File: src/rtl/core/arc_pr_pkg.sv
`timescale 1ns / 1ps
// ----------------------------------------------------------------------------
// arc_pr_pkg
// Shared constants, command codes and handshake structs of the ARC replacer.
// ----------------------------------------------------------------------------
package arc_pr_pkg;

    localparam int NUM_FRAMES    = 64;
    localparam int GHOST_SLOTS   = 2 * NUM_FRAMES;
    localparam int FIDX_W        = $clog2(NUM_FRAMES);
    localparam int GIDX_W        = $clog2(GHOST_SLOTS);
    localparam int CNT_W         = 8;
    localparam int CAP_W         = 7;
    localparam int STAMP_W       = 64;
    localparam int PAGE_BITS_DEF = 31;
    localparam logic [CAP_W-1:0] CAP_RESET = 7'd64;

    // Input command codes.
    localparam logic [1:0] CMD_RECORD   = 2'd0;
    localparam logic [1:0] CMD_SET_EVIC = 2'd1;
    localparam logic [1:0] CMD_REMOVE   = 2'd2;
    localparam logic [1:0] CMD_EVICT    = 2'd3;

    // Datapath operations issued by the controller.
    localparam logic [3:0] OP_NONE    = 4'd0;
    localparam logic [3:0] OP_LATCH   = 4'd1;
    localparam logic [3:0] OP_FLAG    = 4'd2;
    localparam logic [3:0] OP_REMOVE  = 4'd3;
    localparam logic [3:0] OP_TOUCH   = 4'd4;
    localparam logic [3:0] OP_GSCAN   = 4'd5;
    localparam logic [3:0] OP_FSCAN   = 4'd6;
    localparam logic [3:0] OP_DIV     = 4'd7;
    localparam logic [3:0] OP_GHIT    = 4'd8;
    localparam logic [3:0] OP_MISS    = 4'd9;
    localparam logic [3:0] OP_PICK    = 4'd10;
    localparam logic [3:0] OP_GINSERT = 4'd11;
    localparam logic [3:0] OP_PUBLISH = 4'd12;

    typedef struct packed {
        logic [3:0] op;
    } dp_cmd_t;

    typedef struct packed {
        logic [1:0] lat_cmd;
        logic       resident_hit;
        logic       ev_empty;
        logic       fscan_busy;
        logic       gscan_busy;
        logic       ghost_match;
        logic       div_busy;
        logic       victim_found;
        logic       out_free;
    } dp_status_t;

endpackage

File: src/rtl/core/arc_pr_ctrl.sv
`timescale 1ns / 1ps
// ----------------------------------------------------------------------------
// arc_pr_ctrl
// Command sequencer: walks each command through scans, divide and update.
// ----------------------------------------------------------------------------
module arc_pr_ctrl (
    input  logic                   clk,
    input  logic                   rst_n,
    input  logic                   in_valid,
    output logic                   in_stall,
    input  arc_pr_pkg::dp_status_t status,
    output arc_pr_pkg::dp_cmd_t    cmd
);
    import arc_pr_pkg::*;

    localparam logic [3:0] S_IDLE     = 4'd0;
    localparam logic [3:0] S_DISPATCH = 4'd1;
    localparam logic [3:0] S_FSCAN    = 4'd2;
    localparam logic [3:0] S_PREAD    = 4'd3;
    localparam logic [3:0] S_GSCAN    = 4'd4;
    localparam logic [3:0] S_DIV      = 4'd5;
    localparam logic [3:0] S_FINISH   = 4'd6;

    logic [3:0] state_reg, state_next;

    always_comb
    begin
        state_next = state_reg;
        cmd.op     = OP_NONE;
        case (state_reg)
            S_IDLE:
            begin
                if (in_valid)
                begin
                    cmd.op     = OP_LATCH;
                    state_next = S_DISPATCH;
                end
            end
            S_DISPATCH:
            begin
                case (status.lat_cmd)
                    CMD_SET_EVIC:
                    begin
                        cmd.op     = OP_FLAG;
                        state_next = S_FINISH;
                    end
                    CMD_REMOVE:
                    begin
                        cmd.op     = OP_REMOVE;
                        state_next = S_FINISH;
                    end
                    CMD_RECORD:
                    begin
                        if (status.resident_hit)
                        begin
                            cmd.op     = OP_TOUCH;
                            state_next = S_FINISH;
                        end
                        else
                        begin
                            cmd.op     = OP_GSCAN;
                            state_next = S_GSCAN;
                        end
                    end
                    default:
                    begin
                        if (status.ev_empty)
                        begin
                            state_next = S_FINISH;
                        end
                        else
                        begin
                            cmd.op     = OP_FSCAN;
                            state_next = S_FSCAN;
                        end
                    end
                endcase
            end
            S_FSCAN:
            begin
                if (!status.fscan_busy)
                begin
                    if (status.victim_found)
                    begin
                        cmd.op     = OP_PICK;
                        state_next = S_PREAD;
                    end
                    else
                    begin
                        state_next = S_FINISH;
                    end
                end
            end
            S_PREAD:
            begin
                cmd.op     = OP_GSCAN;
                state_next = S_GSCAN;
            end
            S_GSCAN:
            begin
                if (!status.gscan_busy)
                begin
                    if (status.lat_cmd == CMD_EVICT)
                    begin
                        cmd.op     = OP_GINSERT;
                        state_next = S_FINISH;
                    end
                    else if (status.ghost_match)
                    begin
                        cmd.op     = OP_DIV;
                        state_next = S_DIV;
                    end
                    else
                    begin
                        cmd.op     = OP_MISS;
                        state_next = S_FINISH;
                    end
                end
            end
            S_DIV:
            begin
                if (!status.div_busy)
                begin
                    cmd.op     = OP_GHIT;
                    state_next = S_FINISH;
                end
            end
            S_FINISH:
            begin
                if (status.out_free)
                begin
                    cmd.op     = OP_PUBLISH;
                    state_next = S_IDLE;
                end
            end
            default:
            begin
                state_next = S_IDLE;
            end
        endcase
    end

    always_ff @(posedge clk or negedge rst_n)
    begin
        if (!rst_n)
        begin
            state_reg <= S_IDLE;
        end
        else
        begin
            state_reg <= state_next;
        end
    end

    assign in_stall = (state_reg != S_IDLE);

endmodule

File: config.mk
export PLATFORM = sky130hd
export DESIGN_NAME = arc_pr_ctrl
export DESIGN_NICKNAME = d
export VERILOG_FILES = /design/src/rtl/core/arc_pr_pkg.sv /design/src/rtl/core/arc_pr_ctrl.sv
export SDC_FILE = /design/constraint.sdc
export NUM_CORES = 1
export LEC_CHECK = 0
export BUFFER_PORTS_ARGS = -buffer_cell sky130_fd_sc_hd__buf_2
export CAP_MARGIN = 10
export CORE_AREA = 5 5 42 44
export CTS_CLUSTER_SIZE = 28
export DETAILED_ROUTE_END_ITERATION = 10
export DIE_AREA = 0 0 47 49
export SYNTH_ARGS = -nofsm -noshare
export SYNTH_HDL_FRONTEND = slang
export SYNTH_SLANG_ARGS = --single-unit
File: constraint.sdc
create_clock -name clk -period 3.3 [get_ports clk]
set_input_delay 0.66 -clock clk [delete_from_list [all_inputs] [get_ports clk]]
set_output_delay 0.66 -clock clk [all_outputs]
set_load 0.01 [all_outputs]
==> run summary, run 1 <==
Setup CP Type - reg2out
Initial antenna violation count - 0
Detailed-router iteration count before antenna repair - 4
CP endpoint kind - primary output
# rows - 14
FF+latch count, synth - 3
Number of global-route vias before repair - 477
CTS tree - built
Gpl congestion - 0.739
PD cells - 725 nW/µm²
Global-route usage over all layers - 12.0%
Final nets - 92
Final min period - 2450 ps
Yosys top cell by area - dfrtp_1
Register Area - 75.1 µm²
Cells after synthesis - 58
Diode count - 0
Highest metal used - met3
Leak Pwr - 0.262 nW
Port Buffer Count - 17
Slew HR - 62.5%
Clk buf depth - 2
Hold Slack - 215 ps
Layout area overhead - 23.0%
Largest cells by area after synthesis - dfrtp_1, ha_1, nor2b_1
Worst-margin pin slew - 563 ps
CTS root buf - clkbuf_4
CTS Sinks - 3
Max Slew Vio Count - 0
Worst EP arrival - 1790 ps
Post-synth EDFFs - 0
Hold buffers post-CTS - 0
Post-Syn Area per Cell - 7.87 µm²
Largest net degree at the start of global routing - 18
Worst Skew - 2.89 ps
Clk_lat worst skew - 230 ps
Warnings from Yosys - 0
Post-route ant nets - 0
Hold Fails Final Rpt - 0
Residual DRC - 0
Synthesized Nets - 74
Setup Buffers After CTS - 0
Max Fclk - 409 MHz
Final WL - 1.15 mm
Startpoint Class - flop
Run status - finished clean
Fraction of layout cells with a size suffix above 1 - 32.0%
Peak VDD IR - 0.000229 V
Worst-path clk slew - 40 ps
H-tree depth - 1
TNS Setup - 0 ps
Routed length per instance - 12.6 µm
Die width - 47 µm
Multi-input gate area - 330 µm²
Detailed-placement wirelength estimate - 896 µm
First-pass GRT wire length - 1.99 mm
Core area - 1400 µm²
Critical Path RT - 2640 ps
Total CTS buffers - 3
Post-Route M1 WL - 501 µm
CTS resizes - 0
Top post-synthesis cells by count - inv_1, nand2_1, nor2b_1
Max FFs per register - 3
Die Y - 49 µm
GRT overflow - 0
Die area - 2300 µm²
Finish-stage setup viols - 0
DR vias/cell - 5.31
Top FF cell, synth - dfrtp_1
Hold Crit Class - in2async
Num ports - 18
Initial core utilization - 32.6%
Cell Area, Synth - 457 µm²
Post-synth cell types - 28
RSZ-0062 raised after global routing - no
Met3 wire len - 66 µm
# Max-Cap Violations - 0
Ys async rst share - 100%
Seq/Total Area, Yosys - 16.4%
Largest fanout on the critical path - 17
WL met2 - 582 µm
1st-iter DRT viols - 13
Final Cycle Share - 74.2%
Post-synth top area share - 16.4%
Filler Cell Count - 161
Vias - 483
==> cells in the final DEF (no fill, tap or decap), types with 2 or more instances in the layout <==
cell type,instances
a21oi_1,4
o31ai_1,4
nand2_1,5
dfrtp_1,3
nor2_1,2
clkbuf_4,3
a31oi_1,3
buf_2,17
ha_1,3
nand2b_1,3
inv_1,5
nor2b_1,5
o21ai_0,2
==> logic make-up after synthesis <==
logic type / share of synthesized area (%)
adder cells (fa/ha/maj): 8.22
AO/OA/AOI/OAI: 39.5
AND/OR/NAND/NOR: 24.7
flip-flops: 16.4
buffers and inverters: 11.2
==> final timing paths <==
kind	from	endpoint	slack [ps]	cells past startpoint
max in group asynchronous	rst_n	state_reg[2]	2980	1
min	rst_n	state_reg[1]	220	1
min in group clk	in_valid	state_reg[2]	770	2
max	state_reg[2]	cmd[2]	850	5
max reg2reg	state_reg[2]	state_reg[1]	1880	3
min reg2reg	state_reg[1]	state_reg[1]	850	2
==> metal layers <==
metal  GRT usage (%)  up-vias
met2            17.4       11
met1            14.7      221
li1                -      251
met5               0        -
met4            8.29        0
met3            2.95        0
==> worst max-delay path, cell delays in order (launching register included) <==
cell and delay [ps]:
dfrtp_1 690, nor4b_4 400, nor2b_1 170, a31oi_1 50, o21ai_1 100, buf_2 150
==> cell type report <==
class | count | share of cell area (%)
timing repair buffer | 17 | 15.1
clock buffer | 4 | 4.68
inverter | 6 | 4.45
multi-input combinational | 45 | 58.8
tap | 16 | 3.56
sequential | 3 | 13.4
==> power breakdown <==
| part | internal, mW | switching [mW] |
|---|---|---|
| clock | 0.0452 | 0.0177 |
| sequential | 0.0532 | 0.0659 |
| combinational | 0.112 | 0.114 |
==> stage by stage <==
stage               std cells  util (%)  area [µm²]  worst slack (ps)  power [mW]
floorplan                  58         -         457              1180       0.288
global placement           87      38.2         536               947       0.345
detailed placement         87      38.2         536               932       0.343
CTS                        91      40.1         562               859       0.411
global route               91      40.1         562               679       0.451
finish                     91      40.1         562               853       0.407
Power figures use the tool's default switching activity.
==> inputs of run 2 (changes only) <==
- ABC_AREA: default -> 1
- PLACE_DENSITY: default -> 0.66
- clock period: 3.3 -> 2.5 ns (I/O delays scaled with it)
==> run 2 against run 1 <==
  * Clock power is 44% higher
  * First-iteration DRC count is 46% lower
  * Die area did not move
  * Clock skew is 7.2 ps higher
  * Sequential power rose by 17%
  * Utilization increased by 5.8 points
  * Critical path depth up 2
==> run summary, run 2 <==
Run status - finished clean
GRT overflow - 0
Setup Buffers After CTS - 0
Hold Fails Final Rpt - 0
Vias - 573
Detailed-router iteration count before antenna repair - 4
Placed cell count - 115
Final Cycle Share - 82.9%
Die Y - 49 µm
Yosys top cell by area - nand2_1
Hold Crit Class - in2async
Post-synth cell types - 23
Final core utilization - 45.9%
Combinational cell fraction of total power - 64.5%
Final WL - 1.21 mm
Total CTS buffers - 3
Port Buffer Count - 17
Final nets - 120
Clk buf depth - 2
CTS Sinks - 3
Largest fanout on the critical path - 10
Post-route ant nets - 0
1st-iter DRT viols - 7
Top FF cell, synth - dfrtp_1
Max FFs per register - 3
Top post-synthesis cells by count - nand2_1, inv_1, nand3_1, nor2_1, o21ai_0
Finish-stage setup viols - 0
Largest net degree at the start of global routing - 11
Psw - 343 µW
Diode count - 0
Count leader, synth - nand2_1
Slew HR - 72.7%
Max Slew Vio Count - 0
PD cells - 1010 nW/µm²
Worst Skew - 10.1 ps
Sw Ratio - 53.0%
Post-synth EDFFs - 0
Routed length per instance - 10.2 µm
Int Power - 304 µW
Residual DRC - 0
Clk_lat worst skew - 250 ps
Detailed-placement wirelength estimate - 1.05 mm
Post-Syn Area per Cell - 6.40 µm²
Post-synth top area share - 17.4%
Fraction of layout cells with a size suffix above 1 - 32.0%
Largest cells by area after synthesis - nand2_1, dfrtp_1, inv_1
Initial antenna violation count - 0
CTS tree - built
Core area - 1400 µm²
Cell Area, Synth - 538 µm²
Synthesized Nets - 100
Most frequent cells in the layout - nand2_1, buf_2, inv_1
Pre-CTS setup slack - 585 ps
Max Fclk - 483 MHz
Ys async rst share - 100%
Sequential share of power - 21.5%
Num ports - 18
Cells after synthesis - 84
Seq/Total Area, Yosys - 14.0%
Startpoint Class - flop
Die area - 2300 µm²
Peak VDD IR - 0.000294 V
FF-to-FF Start - state_reg[2]
# Max-Cap Violations - 0
CTS resizes - 0
Global-route usage over all layers - 12.2%
CTS root buf - clkbuf_4
CP endpoint kind - primary output
Worst Setup SP - state_reg[2]
Worst-margin pin slew - 410 ps
Final min period - 2070 ps
RSZ-0062 raised after global routing - no
Setup CP Type - reg2out
First-pass GRT wire length - 2.10 mm
Hold buffers post-CTS - 0
Post-Layout Cell Count - 119
Filler Cell Count - 164
Clock power share - 14.0%
# rows - 14
Worst EP arrival - 1570 ps
Gpl congestion - 0.747
Critical Path RT - 2000 ps
Warnings from Yosys - 0
Die width - 47 µm
PnR worst setup slack - 428 ps
Leak Pwr - 0.379 nW
Most common cell after layout, fill and taps aside - nand2_1
TNS Setup - 0 ps
H-tree depth - 1
Layout area overhead - 19.5%
FF+latch count, synth - 3
Worst-path clk slew - 40 ps
DR vias/cell - 4.82
Initial core utilization - 38.4%
Number of global-route vias before repair - 559
run 2: cell count changes after synthesis, moves of 5 or more:
cell     change
inv_1        +6
nor2b_1      -5
nand2_1     +20
nand3_1      +6
run 2: routing by layer:
metal  global-route usage, %  routed length, µm  vias to the layer above
li1                        -                  -                      309
met1                    14.6                513                      247
met2                    20.1                616                       15
met3                    1.11                 58                        2
met4                    6.91                 25                        0
met5                       0                  0                        -
run 2: layout make-up:
cell class                 count  area, µm²  area share (%)
timing repair buffer          17       85.1            13.2
inverter                      14       53.8            8.37
clock buffer                   4       26.3            4.09
tap                           16       20.0            3.11
sequential                     3       75.1            11.7
multi-input combinational     65        383            59.5
run 2: power groups by stage:
stage          combinational, mW  clock (mW)  sequential, mW
6_report                   0.417      0.0904           0.139
4_1_cts                    0.423      0.0931           0.138
5_1_grt                    0.476      0.0980           0.146
3_3_place_gp               0.423           0           0.139
3_5_place_dp               0.421           0           0.139
2_1_floorplan              0.395           0          0.0933
run 2: cells by family (layout without fill, tap and decap cells):
kind of cell,count (synthesis),in the layout,synth area share (%)
buffers and inverters,16,35,14.9
adders and majority gates,3,3,6.98
and+or+nand+nor,52,52,52.1
AOI/OAI and AO/OA,10,10,12.1
DFF,3,3,14.0
run 2: critical path, stage by stage (launching register included):
cell and delay [ps]:
dfrtp_1 560, clkinv_2 210, nand3_2 120, inv_2 40, nand2_1 70, or2_4 130, nand3_2 60, buf_2 130
run 2: final timing paths:
kind / cells after the start / endpoint / slack, ps
setup / recovery: 7 / cmd[3] / 430
hold / removal: 1 / state_reg[1] / 40
setup reg to reg: 5 / state_reg[2] / 1150
hold reg to reg: 2 / state_reg[0] / 700
max in group asynchronous: 1 / state_reg[2] / 2340
min in group clk: 3 / state_reg[0] / 570
run 2: metrics by stage:
step                hold WS (ps)  area (µm²)  power [mW]
finish                      40.6         643       0.647
CTS                         38.2         643       0.655
detailed placement           301         617       0.561
global placement             295         617       0.562
floorplan                    204         538       0.488
global route                37.6         643       0.721
